`config.mk`:
```
export PLATFORM = sky130hd
export DESIGN_NAME = bitmap_buffer_pool_allocator_flat
export DESIGN_NICKNAME = d
export VERILOG_FILES = /design/src/design/bbpa_pkg.sv /design/src/design/bbpa_in_if.sv /design/src/design/bbpa_out_if.sv /design/src/design/bbpa_cfg.sv /design/src/design/bbpa_core.sv /design/src/design/bitmap_buffer_pool_allocator.sv /design/src/flat_wrapper.sv
export SDC_FILE = /design/constraint.sdc
export NUM_CORES = 1
export LEC_CHECK = 0
export ABC_CLOCK_PERIOD_IN_PS = 7300
export BUFFER_PORTS_ARGS = -buffer_cell sky130_fd_sc_hd__buf_2
export CORE_UTILIZATION = 49
export CTS_CLUSTER_DIAMETER = 80
export DETAILED_ROUTE_END_ITERATION = 8
export PLACE_DENSITY = 0.65
export SLEW_MARGIN = 20
export SYNTH_ARGS = -nofsm -noshare
export SYNTH_HDL_FRONTEND = slang
export SYNTH_SLANG_ARGS = --single-unit
```
`constraint.sdc`:
```
create_clock -name i_clk -period 7.3 [get_ports i_clk]
set_input_delay 0.365 -clock i_clk [delete_from_list [all_inputs] [get_ports i_clk]]
set_output_delay 0.365 -clock i_clk [all_outputs]
set_load 0.02 [all_outputs]
```
`src/design/bbpa_pkg.sv`:
```
`timescale 1ns / 1ps

package bbpa_pkg;

    localparam int ADDR_W          = 48;
    localparam int SHIFT_W         = 5;
    localparam int BCOUNT_W        = 9;
    localparam int WORD_BITS       = 32;
    localparam int WORD_IDX_W      = 5;
    localparam int APB_DATA_W      = 64;
    localparam int APB_ADDR_W      = 5;
    localparam int REG_SEL_LSB     = 3;
    localparam int MAX_BUFFERS_DEF = 256;

    localparam logic [SHIFT_W-1:0] SHIFT_LIMIT = 5'd20;
    localparam logic [SHIFT_W-1:0] SHIFT_RESET = 5'd10;

    typedef enum logic [1:0] {
        ST_OK,
        ST_EMPTY,
        ST_OFF,
        ST_BADFREE
    } t_status;

    typedef enum logic [1:0] {
        REG_POOL_BASE,
        REG_BUFFER_SHIFT,
        REG_BUFFER_COUNT,
        REG_ENABLED
    } t_reg_idx;

    typedef enum logic {
        ACT_ALLOC,
        ACT_FREE
    } t_action;

    typedef enum logic [2:0] {
        S_IDLE,
        S_FMAP,
        S_FMOD,
        S_SCAN,
        S_ADDR,
        S_DONE
    } t_state;

    typedef struct packed {
        logic [ADDR_W-1:0]   pool_base;
        logic [SHIFT_W-1:0]  shift;
        logic [BCOUNT_W-1:0] buffer_count;
        logic                enabled;
        logic                start;
    } t_cfg;

endpackage

```
`src/design/bbpa_in_if.sv`:
```
`timescale 1ns / 1ps

interface bbpa_in_if;
    import bbpa_pkg::*;

    logic              valid;
    logic              ready;
    logic              action;
    logic [ADDR_W-1:0] free_address;

    modport source (output valid, output action, output free_address, input ready);
    modport sink (input valid, input action, input free_address, output ready);
endinterface

```
`src/design/bbpa_out_if.sv`:
```
`timescale 1ns / 1ps

interface bbpa_out_if;
    import bbpa_pkg::*;

    logic              valid;
    logic              ready;
    logic [ADDR_W-1:0] address;
    logic [1:0]        status;

    modport source (output valid, output address, output status, input ready);
    modport sink (input valid, input address, input status, output ready);
endinterface

```
`src/design/bbpa_cfg.sv`:
```
`timescale 1ns / 1ps

module bbpa_cfg (
    input  logic                                i_clk,
    input  logic                                i_rst_n,
    input  logic                                psel,
    input  logic                                penable,
    input  logic                                pwrite,
    input  logic [bbpa_pkg::APB_ADDR_W-1:0]     paddr,
    input  logic [bbpa_pkg::APB_DATA_W-1:0]     pwdata,
    output logic [bbpa_pkg::APB_DATA_W-1:0]     prdata,
    output logic                                pready,
    output bbpa_pkg::t_cfg                      o_cfg
);
    import bbpa_pkg::*;

    logic [ADDR_W-1:0]   r_pool_base;
    logic [SHIFT_W-1:0]  r_buffer_shift;
    logic [BCOUNT_W-1:0] r_buffer_count;
    logic                r_enabled;
    logic                w_wr;
    t_reg_idx            w_sel;

    assign w_sel  = t_reg_idx'(paddr[APB_ADDR_W-1:REG_SEL_LSB]);
    assign w_wr   = psel && penable && pwrite;
    assign pready = 1'b1;

    always_ff @(posedge i_clk) begin
        if (!i_rst_n) begin
            r_pool_base    <= '0;
            r_buffer_shift <= SHIFT_RESET;
            r_buffer_count <= '0;
            r_enabled      <= 1'b0;
        end else if (w_wr) begin
            case (w_sel)
                REG_POOL_BASE:    r_pool_base    <= pwdata[ADDR_W-1:0];
                REG_BUFFER_SHIFT: r_buffer_shift <= pwdata[SHIFT_W-1:0];
                REG_BUFFER_COUNT: r_buffer_count <= pwdata[BCOUNT_W-1:0];
                REG_ENABLED:      r_enabled      <= pwdata[0];
                default:          r_enabled      <= r_enabled;
            endcase
        end
    end

    always_comb begin
        case (w_sel)
            REG_POOL_BASE:    prdata = APB_DATA_W'(r_pool_base);
            REG_BUFFER_SHIFT: prdata = APB_DATA_W'(r_buffer_shift);
            REG_BUFFER_COUNT: prdata = APB_DATA_W'(r_buffer_count);
            REG_ENABLED:      prdata = APB_DATA_W'(r_enabled);
            default:          prdata = '0;
        endcase
    end

    assign o_cfg.pool_base    = r_pool_base;
    assign o_cfg.shift        = (r_buffer_shift > SHIFT_LIMIT) ? SHIFT_LIMIT : r_buffer_shift;
    assign o_cfg.buffer_count = r_buffer_count;
    assign o_cfg.enabled      = r_enabled;
    assign o_cfg.start        = w_wr && (w_sel == REG_ENABLED) && pwdata[0] && !r_enabled;

endmodule

```
`src/design/bbpa_core.sv`:
```
`timescale 1ns / 1ps

module bbpa_core #(
    parameter int MAX_BUFFERS = bbpa_pkg::MAX_BUFFERS_DEF
) (
    input  logic           i_clk,
    input  logic           i_rst_n,
    input  bbpa_pkg::t_cfg i_cfg,
    bbpa_in_if.sink        i_req,
    bbpa_out_if.source     o_rsp
);
    import bbpa_pkg::*;

    localparam int WORDS = (MAX_BUFFERS + WORD_BITS - 1) / WORD_BITS;
    localparam int WA_W  = (WORDS > 1) ? $clog2(WORDS) : 1;
    localparam int IDX_W = WA_W + WORD_IDX_W;
    localparam int CW    = IDX_W + 1;
    localparam int CNT_W = $clog2(MAX_BUFFERS + 1);
    localparam int LW    = (CNT_W > BCOUNT_W) ? CNT_W : BCOUNT_W;
    localparam logic [LW-1:0] MAX_L = LW'(MAX_BUFFERS);

    logic [WORD_BITS-1:0] r_mem [WORDS];
    logic [WORD_BITS-1:0] r_rdata;

    t_state               r_state, n_state;
    logic [WORDS-1:0]     r_valid, n_valid;
    logic [CNT_W-1:0]     r_free_total, n_free_total;
    logic                 r_out_valid, n_out_valid;
    logic [ADDR_W:0]      r_diff, n_diff;
    logic [WA_W-1:0]      r_word, n_word;
    logic [WORD_IDX_W-1:0] r_bit, n_bit;
    t_status              r_status, n_status;
    logic [ADDR_W-1:0]    r_addr, n_addr;
    logic [ADDR_W-1:0]    r_out_addr, n_out_addr;
    t_status              r_out_status, n_out_status;

    logic                 w_rd_en;
    logic [WA_W-1:0]      w_rd_addr;
    logic                 w_wr_en;
    logic [WORD_BITS-1:0] w_wr_data;

    logic [LW-1:0]        w_cnt_l;
    logic [CW-1:0]        w_count;
    logic [WORD_BITS-1:0] w_word;
    logic [CW-1:0]        w_base;
    logic [CW-1:0]        w_rem;
    logic [CW-1:0]        w_next_base;
    logic [WORD_BITS-1:0] w_elig;
    logic [WORD_BITS-1:0] w_cand;
    logic                 w_found;
    logic [WORD_IDX_W-1:0] w_pos;
    logic                 w_more;
    logic [ADDR_W-1:0]    w_off;
    logic                 w_free_ok;
    logic [ADDR_W-1:0]    w_alloc_addr;
    logic                 w_out_free;

    assign w_cnt_l = (LW'(i_cfg.buffer_count) > MAX_L) ? MAX_L : LW'(i_cfg.buffer_count);
    assign w_count = CW'(w_cnt_l);

    assign w_word      = r_valid[r_word] ? r_rdata : '0;
    assign w_base      = CW'({r_word, {WORD_IDX_W{1'b0}}});
    assign w_rem       = (w_count > w_base) ? (w_count - w_base) : '0;
    assign w_next_base = w_base + CW'(WORD_BITS);
    assign w_more      = (w_next_base < w_count);

    always_comb begin
        for (int j = 0; j < WORD_BITS; j++) begin
            w_elig[j] = (CW'(j) < w_rem);
        end
    end

    assign w_cand  = ~w_word & w_elig;
    assign w_found = |w_cand;

    always_comb begin
        w_pos = '0;
        for (int j = WORD_BITS - 1; j >= 0; j--) begin
            if (w_cand[j]) begin
                w_pos = WORD_IDX_W'(j);
            end
        end
    end

    assign w_off     = r_diff[ADDR_W-1:0] >> i_cfg.shift;
    assign w_free_ok = !r_diff[ADDR_W] && (w_off[ADDR_W-1:CW] == '0)
                       && (w_off[CW-1:0] < w_count);

    assign w_alloc_addr = i_cfg.pool_base + (ADDR_W'({r_word, r_bit}) << i_cfg.shift);
    assign w_out_free   = !r_out_valid || o_rsp.ready;

    assign i_req.ready  = (r_state == S_IDLE);
    assign o_rsp.valid  = r_out_valid;
    assign o_rsp.address = r_out_addr;
    assign o_rsp.status = r_out_status;

    always_comb begin
        n_state = r_state;
        case (r_state)
            S_IDLE: begin
                if (i_req.valid) begin
                    if (!i_cfg.enabled) begin
                        n_state = S_DONE;
                    end else if (t_action'(i_req.action) == ACT_FREE) begin
                        n_state = S_FMAP;
                    end else if (r_free_total == '0) begin
                        n_state = S_DONE;
                    end else begin
                        n_state = S_SCAN;
                    end
                end
            end
            S_FMAP: begin
                n_state = w_free_ok ? S_FMOD : S_DONE;
            end
            S_FMOD: begin
                n_state = S_DONE;
            end
            S_SCAN: begin
                if (w_found) begin
                    n_state = S_ADDR;
                end else if (!w_more) begin
                    n_state = S_DONE;
                end
            end
            S_ADDR: begin
                n_state = S_DONE;
            end
            S_DONE: begin
                if (w_out_free) begin
                    n_state = S_IDLE;
                end
            end
            default: begin
                n_state = S_IDLE;
            end
        endcase
    end

    always_comb begin
        n_valid      = r_valid;
        n_free_total = r_free_total;
        n_diff       = r_diff;
        n_word       = r_word;
        n_bit        = r_bit;
        n_status     = r_status;
        n_addr       = r_addr;
        n_out_valid  = r_out_valid && !o_rsp.ready;
        n_out_addr   = r_out_addr;
        n_out_status = r_out_status;
        w_rd_en      = 1'b0;
        w_rd_addr    = r_word;
        w_wr_en      = 1'b0;
        w_wr_data    = w_word;
        case (r_state)
            S_IDLE: begin
                if (i_req.valid) begin
                    n_diff   = {1'b0, i_req.free_address} - {1'b0, i_cfg.pool_base};
                    n_addr   = '0;
                    n_status = ST_OK;
                    if (!i_cfg.enabled) begin
                        n_status = ST_OFF;
                    end else if (t_action'(i_req.action) == ACT_ALLOC) begin
                        if (r_free_total == '0) begin
                            n_status = ST_EMPTY;
                        end else begin
                            n_word    = '0;
                            w_rd_en   = 1'b1;
                            w_rd_addr = '0;
                        end
                    end
                end
            end
            S_FMAP: begin
                if (w_free_ok) begin
                    n_word    = w_off[IDX_W-1:WORD_IDX_W];
                    n_bit     = w_off[WORD_IDX_W-1:0];
                    w_rd_en   = 1'b1;
                    w_rd_addr = w_off[IDX_W-1:WORD_IDX_W];
                end else begin
                    n_status = ST_BADFREE;
                end
            end
            S_FMOD: begin
                if (w_word[r_bit]) begin
                    w_wr_en          = 1'b1;
                    w_wr_data        = w_word & ~(WORD_BITS'(1) << r_bit);
                    n_valid[r_word]  = 1'b1;
                    n_free_total     = r_free_total + CNT_W'(1);
                end else begin
                    n_status = ST_BADFREE;
                end
            end
            S_SCAN: begin
                if (w_found) begin
                    w_wr_en          = 1'b1;
                    w_wr_data        = w_word | (WORD_BITS'(1) << w_pos);
                    n_valid[r_word]  = 1'b1;
                    n_free_total     = r_free_total - CNT_W'(1);
                    n_bit            = w_pos;
                end else if (w_more) begin
                    n_word    = r_word + WA_W'(1);
                    w_rd_en   = 1'b1;
                    w_rd_addr = r_word + WA_W'(1);
                end else begin
                    n_status = ST_EMPTY;
                end
            end
            S_ADDR: begin
                n_addr = w_alloc_addr;
            end
            S_DONE: begin
                if (w_out_free) begin
                    n_out_valid  = 1'b1;
                    n_out_addr   = r_addr;
                    n_out_status = r_status;
                end
            end
            default: begin
                n_status = r_status;
            end
        endcase
        if (i_cfg.start) begin
            n_valid      = '0;
            n_free_total = CNT_W'(w_cnt_l);
        end
    end

    always_ff @(posedge i_clk) begin
        if (!i_rst_n) begin
            r_state      <= S_IDLE;
            r_valid      <= '0;
            r_free_total <= '0;
            r_out_valid  <= 1'b0;
        end else begin
            r_state      <= n_state;
            r_valid      <= n_valid;
            r_free_total <= n_free_total;
            r_out_valid  <= n_out_valid;
        end
    end

    always_ff @(posedge i_clk) begin
        r_diff       <= n_diff;
        r_word       <= n_word;
        r_bit        <= n_bit;
        r_status     <= n_status;
        r_addr       <= n_addr;
        r_out_addr   <= n_out_addr;
        r_out_status <= n_out_status;
    end

    always_ff @(posedge i_clk) begin
        if (w_wr_en) begin
            r_mem[r_word] <= w_wr_data;
        end
    end

    always_ff @(posedge i_clk) begin
        if (w_rd_en) begin
            r_rdata <= r_mem[w_rd_addr];
        end
    end

endmodule

```
`src/design/bitmap_buffer_pool_allocator.sv`:
```
`timescale 1ns / 1ps

// Fixed-size buffer pool allocator. Each request on i_req is either an allocate, which
// returns the address of the lowest free buffer, or a free, which releases the buffer that
// holds the given address; each yields exactly one transfer on o_rsp with an address and a
// status (ok, no buffer free, pool not enabled, bad free address). The pool base, buffer
// shift, buffer count and enable registers sit at byte addresses 0, 8, 16 and 24 of the
// 64-bit APB port; the user must write them only while no request is in flight (the block
// does not enforce this). Writing 1 to the enable register while it reads 0 marks every
// buffer free at once, with no clearing pass. The usage bitmap lives in a memory of
// 32-bit words; an allocate that finds a clear bit and a free of a used buffer read,
// modify and write back one word. A request to a disabled pool, or an allocate with a
// zero free count, goes from idle straight to done. A free passes the map and modify
// states, skipping modify when its address lies outside the pool. An allocate scans the
// bitmap words for a clear bit below the buffer count. A new request is taken while the
// previous result still waits on o_rsp; the next result waits until that one is taken.

module bitmap_buffer_pool_allocator #(
    parameter int MAX_BUFFERS = bbpa_pkg::MAX_BUFFERS_DEF
) (
    input  logic                            i_clk,
    input  logic                            i_rst_n,
    input  logic                            psel,
    input  logic                            penable,
    input  logic                            pwrite,
    input  logic [bbpa_pkg::APB_ADDR_W-1:0] paddr,
    input  logic [bbpa_pkg::APB_DATA_W-1:0] pwdata,
    output logic [bbpa_pkg::APB_DATA_W-1:0] prdata,
    output logic                            pready,
    bbpa_in_if.sink                         i_req,
    bbpa_out_if.source                      o_rsp
);
    import bbpa_pkg::*;

    t_cfg w_cfg;

    bbpa_cfg u_cfg (
        .i_clk   (i_clk),
        .i_rst_n (i_rst_n),
        .psel    (psel),
        .penable (penable),
        .pwrite  (pwrite),
        .paddr   (paddr),
        .pwdata  (pwdata),
        .prdata  (prdata),
        .pready  (pready),
        .o_cfg   (w_cfg)
    );

    bbpa_core #(
        .MAX_BUFFERS (MAX_BUFFERS)
    ) u_core (
        .i_clk   (i_clk),
        .i_rst_n (i_rst_n),
        .i_cfg   (w_cfg),
        .i_req   (i_req),
        .o_rsp   (o_rsp)
    );

endmodule

```
`src/flat_wrapper.sv`:
```
// flat-port wrapper written by rule: the top's interface ports become plain ports
module bitmap_buffer_pool_allocator_flat import bbpa_pkg::*;
#(
    parameter int MAX_BUFFERS = bbpa_pkg::MAX_BUFFERS_DEF
)
  (i_clk, i_rst_n, psel, penable, pwrite, paddr, pwdata, prdata, pready, i_req_valid, i_req_action, i_req_free_address, i_req_ready, o_rsp_valid, o_rsp_address, o_rsp_status, o_rsp_ready);
  bbpa_in_if i_req_i ();
  bbpa_out_if o_rsp_i ();
  input  logic i_clk;
  input  logic i_rst_n;
  input  logic psel;
  input  logic penable;
  input  logic pwrite;
  input  logic [bbpa_pkg::APB_ADDR_W-1:0] paddr;
  input  logic [bbpa_pkg::APB_DATA_W-1:0] pwdata;
  output logic [bbpa_pkg::APB_DATA_W-1:0] prdata;
  output logic pready;
  input wire logic [$bits(i_req_i.valid)-1:0] i_req_valid;
  input wire logic [$bits(i_req_i.action)-1:0] i_req_action;
  input wire logic [$bits(i_req_i.free_address)-1:0] i_req_free_address;
  output wire logic [$bits(i_req_i.ready)-1:0] i_req_ready;
  output wire logic [$bits(o_rsp_i.valid)-1:0] o_rsp_valid;
  output wire logic [$bits(o_rsp_i.address)-1:0] o_rsp_address;
  output wire logic [$bits(o_rsp_i.status)-1:0] o_rsp_status;
  input wire logic [$bits(o_rsp_i.ready)-1:0] o_rsp_ready;
  assign i_req_i.valid = i_req_valid;
  assign i_req_i.action = i_req_action;
  assign i_req_i.free_address = i_req_free_address;
  assign i_req_ready = i_req_i.ready;
  assign o_rsp_valid = o_rsp_i.valid;
  assign o_rsp_address = o_rsp_i.address;
  assign o_rsp_status = o_rsp_i.status;
  assign o_rsp_i.ready = o_rsp_ready;
  bitmap_buffer_pool_allocator #(.MAX_BUFFERS(MAX_BUFFERS)) u_core (.i_clk(i_clk), .i_rst_n(i_rst_n), .psel(psel), .penable(penable), .pwrite(pwrite), .paddr(paddr), .pwdata(pwdata), .prdata(prdata), .pready(pready), .i_req(i_req_i), .o_rsp(o_rsp_i));
endmodule
```
==> impl_metrics.py <==
metrics = {
    "run_status": {
        "outcome": "finished clean",
    },
    "worst_hold_path": {
        "hold_class": "primary input to flop",
    },
    "cts": {
        "numCtsBuffers": 57,
        "clk_path_buf_depth": 3,
        "htree_levels": 2,
        "clk_pin_slew_ns": 0.06,
        "root_buffer": "clkbuf_16",
        "cts_sinks": 529,
        "postCtsSetupRepairBufs": 0,
        "cts_tree": "done",
        "insertion_delay_ns": 0.65,
    },
    "sta": {
        "tightest_slew_ns": 1.10,
        "grt_setup_unrepaired": "no",
        "clock_skew_ns": 0.0521,
        "worst_slack_ns": 0.722,
        "slew-limit-headroom_pct": 27.0,
        "maxSlewViolCount": 0,
        "max_freq_mhz": 152,
        "setup_viol": 0,
        "final-hold-violation-count": 0,
        "period_share_pct": 90.1,
        "fin_tns_setup_ns": 0,
        "final.min_clock_period_ns": 6.58,
        "fin_hold_ws_ns": 0.0171,
    },
    "die": {
        "core.rowCount": 92,
        "io-pin-count": 242,
        "die_height_um": 254,
        "start_util_pct": 49.5,
        "core_sq_um": 62900,
        "fp.dieW_um": 254,
        "die-area_sq_um": 64500,
    },
    "worst_setup_path": {
        "critical_path.most_common_cell": "buf_4",
        "r2r_setup_slack_ns": 0.72,
        "r2r_end": "u_core.u_core.r_rdata[8]",
        "path_cells": "buf_4 > a21o_1 > o22ai_1 > nor3_1 > a21oi_1 > a221oi_1 > ha_1 > nand4_1 > or2_2 > nor2_1 > a2111oi_0 > o211ai_1 > and4b_1 > nand3_1 > or2_0 > a211o_1 > a221oi_4 > inv_2 > buf_4 > and3_1 > nor4_2",
        "start_kind": "flop",
        "reg2reg_from": "u_core.u_cfg.r_buffer_shift[3]",
        "rr_worst_depth": 21,
        "slowest_delay_ns": 0.71,
        "crit_start": "u_core.u_cfg.r_buffer_shift[3]",
        "cp.arrival_ns": 7.04,
        "crit_buf_inv": 3,
        "critPathKind": "flop to flop",
        "cp_max_fo": 65,
        "required_ns": 7.76,
        "critPathCaptureType": "flop",
        "worst-path-stages": 21,
        "critPathTopFamily": "compound AO/OA/AOI/OAI gates",
        "critPathSlowestCell": "a21o_1",
        "crit_end": "u_core.u_core.r_rdata[8]",
    },
    "final_layout": {
        "finalNetCount": 3435,
        "syn2layout_area_growth_pct": 13.8,
        "drive_gt1_share_pct": 17.1,
        "final_cells": 4089,
        "final_core_util_pct": 56.3,
        "final_cell_area_sq_um": 35400,
        "antennaDiodeCount": 0,
    },
    "yosys": {
        "yosysUniqueCellTypes": 102,
        "synth_edf_count": 442,
        "synth_cells": 2999,
        "synth_area_sq_um": 31100,
        "synth-async-reset-ratio_pct": 0,
        "synth_seq_cells": 529,
        "synth_ff_type": "edfxtp_1",
        "seq_area_frac_synth_pct": 48.3,
        "ys.warnings.count": 0,
        "postSynthAreaPerCell_sq_um": 10.4,
    },
    "placed_design": {
        "place_inst": 3951,
        "dpl-instance-area_sq_um": 33000,
        "place_hpwl_um": 68500,
        "dpl_worst_slack_ns": 0.775,
        "io_buffer_count": 205,
        "gp_congestion": 0.943,
    },
    "route": {
        "drt_wl_total_um": 96800,
        "drt_iter0_drc": 2333,
        "detail_route.wl_per_cell_um": 23.7,
        "num_vias": 25161,
        "drtPass1Iterations": 5,
        "drc": 0,
        "via_per_inst": 6.15,
        "drtAntennaViolNets": 0,
    },
    "power_and_ir_drop": {
        "p_per_area_nw_per_um2": 236,
        "total_power_mw": 8.36,
        "vdd_drop_max_mv": 0.224,
        "p_leak_nw": 13.2,
    },
    "global_routing": {
        "grtUsageTotal_pct": 29.6,
        "grt_start_max_net_pins": 130,
        "gr-total-overflow": 0,
        "grt_pass1_vias": 24175,
        "antenna_found_initial": 0,
        "grt_pass1_wl_um": 145000,
    },
    "flow_run": {
        "drv_cap": 0,
    },
}
## worst reg2reg max path, delay by kind of cell (launching register included)
family | cells | cell delay (ns)
AOI/OAI and AO/OA | 8 | 2.93
adders and majority gates | 1 | 0.34
buffers and inverters | 3 | 0.72
DFF | 1 | 0.53
and+or+nand+nor | 9 | 1.89
## power breakdown
part	internal (mW)	switching, mW	leakage (nW)	total [mW]
Combinational	0.518	0.974	7.39	1.49
Clock	1.81	1.28	0.964	3.10
Sequential	3.59	0.176	4.83	3.77
Total	5.92	2.43	13.2	8.36
## area by class of cell
cell class / instances / area [sq um]
Clock buffer: 63 / 1490
Clock inverter: 43 / 562
Fill cell: 5471 / 27500
Inverter: 106 / 398
Multi-Input combinational cell: 2195 / 14900
Sequential cell: 529 / 15000
Tap cell: 846 / 1060
Timing Repair Buffer: 307 / 1950
## layout by cell type (no fill, tap or decap), types with 79 or more instances in the layout
| master | Yosys | layout |
|---|---|---|
| nand2_1 | 261 | 260 |
| a21oi_1 | 166 | 166 |
| inv_1 | 100 | 100 |
| mux2_2 | 79 | 79 |
| nor2_1 | 228 | 221 |
| mux2i_1 | 116 | 116 |
| and3_1 | 98 | 97 |
| o21ai_0 | 132 | 132 |
| dfxtp_1 | 87 | 86 |
| buf_2 | 33 | 205 |
| edfxtp_1 | 442 | 442 |
| nor3_1 | 150 | 148 |
| ha_1 | 110 | 110 |
## cell families (layout without fill, tap and decap cells)
group                      count (synthesis)  in the layout  synth area share [%]
muxes                                    204            204                  7.24
AOI/OAI and AO/OA                        741            741                  16.2
DFF                                      529            529                  48.3
buffers and inverters                    301            519                  4.38
xor gates and xnor gates                  86             86                  2.42
adders and majority gates                114            114                  4.68
and+or+nand+nor                         1022           1022                  16.8
other                                      2             28                0.0241
## routing by layer
layer  track usage, %  share of wire, %  vias to the layer above
li1                 -                 -                    11620
met1             36.4                40                    12252
met2             51.5                49                     1047
met3             3.62               6.0                      242
met4             13.9               4.9                        0
met5                0                 0                        -
## timing repair
action / in CTS / in global routing
endpoints found under the hold margin: 33 / 0
resized for setup: 0 / 0
hold buffers: 31 / 0
endpoints found under the setup margin: 0 / 0
## worst min path at each step
stage	startpoint	cells past startpoint	slack, ns	to
2_1_floorplan	u_core.u_core.r_addr[0]	0	0.40	u_core.u_core.o_rsp.address[0]
3_3_place_gp	u_core.u_core.r_addr[15]	0	0.40	u_core.u_core.o_rsp.address[15]
3_5_place_dp	u_core.u_core.r_addr[10]	0	0.40	u_core.u_core.o_rsp.address[10]
4_1_cts	pwdata[29]	3	0.0002	u_core.u_cfg.r_pool_base[29]
5_1_grt	pwdata[29]	3	0.02	u_core.u_cfg.r_pool_base[29]
6_report	pwdata[46]	3	0.02	u_core.u_cfg.r_pool_base[46]
## flip-flops by register name, summed over array words and instances, names as in the netlist
signal	cells
u_core.u_cfg.r_buffer_count	9
u_core.u_core.r_status	2
u_core.u_cfg.r_pool_base	48
u_core.u_core.r_word	3
u_core.u_core.r_bit	5
u_core.u_core.r_diff	49
u_core.u_core.r_addr	48
u_core.u_core.o_rsp.address	48
u_core.u_core.r_state	3
u_core.u_cfg.r_enabled	1
u_core.u_core.o_rsp.valid	1
u_core.u_core.o_rsp.status	2
u_core.u_core.r_rdata	32
u_core.u_cfg.r_buffer_shift	5
u_core.u_core.r_valid	8
u_core.u_core.r_mem	256
u_core.u_core.r_free_total	9
## Yosys cell counts, types with 47 or more instances
| library cell | n | share of area [%] |
|---|---|---|
| a21boi_0 | 48 | 1.2 |
| a21o_1 | 64 | 1.5 |
| a21oi_1 | 166 | 2.7 |
| and3_1 | 98 | 2.0 |
| clkbuf_1 | 97 | 1.2 |
| dfxtp_1 | 87 | 5.6 |
| edfxtp_1 | 442 | 43 |
| ha_1 | 110 | 4.4 |
| inv_1 | 100 | 1.2 |
| mux2_2 | 79 | 2.9 |
| mux2i_1 | 116 | 3.7 |
| nand2_1 | 261 | 3.1 |
| nand3_1 | 57 | 0.92 |
| nor2_1 | 228 | 2.8 |
| nor3_1 | 150 | 2.4 |
| o211ai_1 | 47 | 1.1 |
| o21ai_0 | 132 | 2.1 |
| xnor2_1 | 50 | 1.4 |
(Power assumes the default switching activity.)
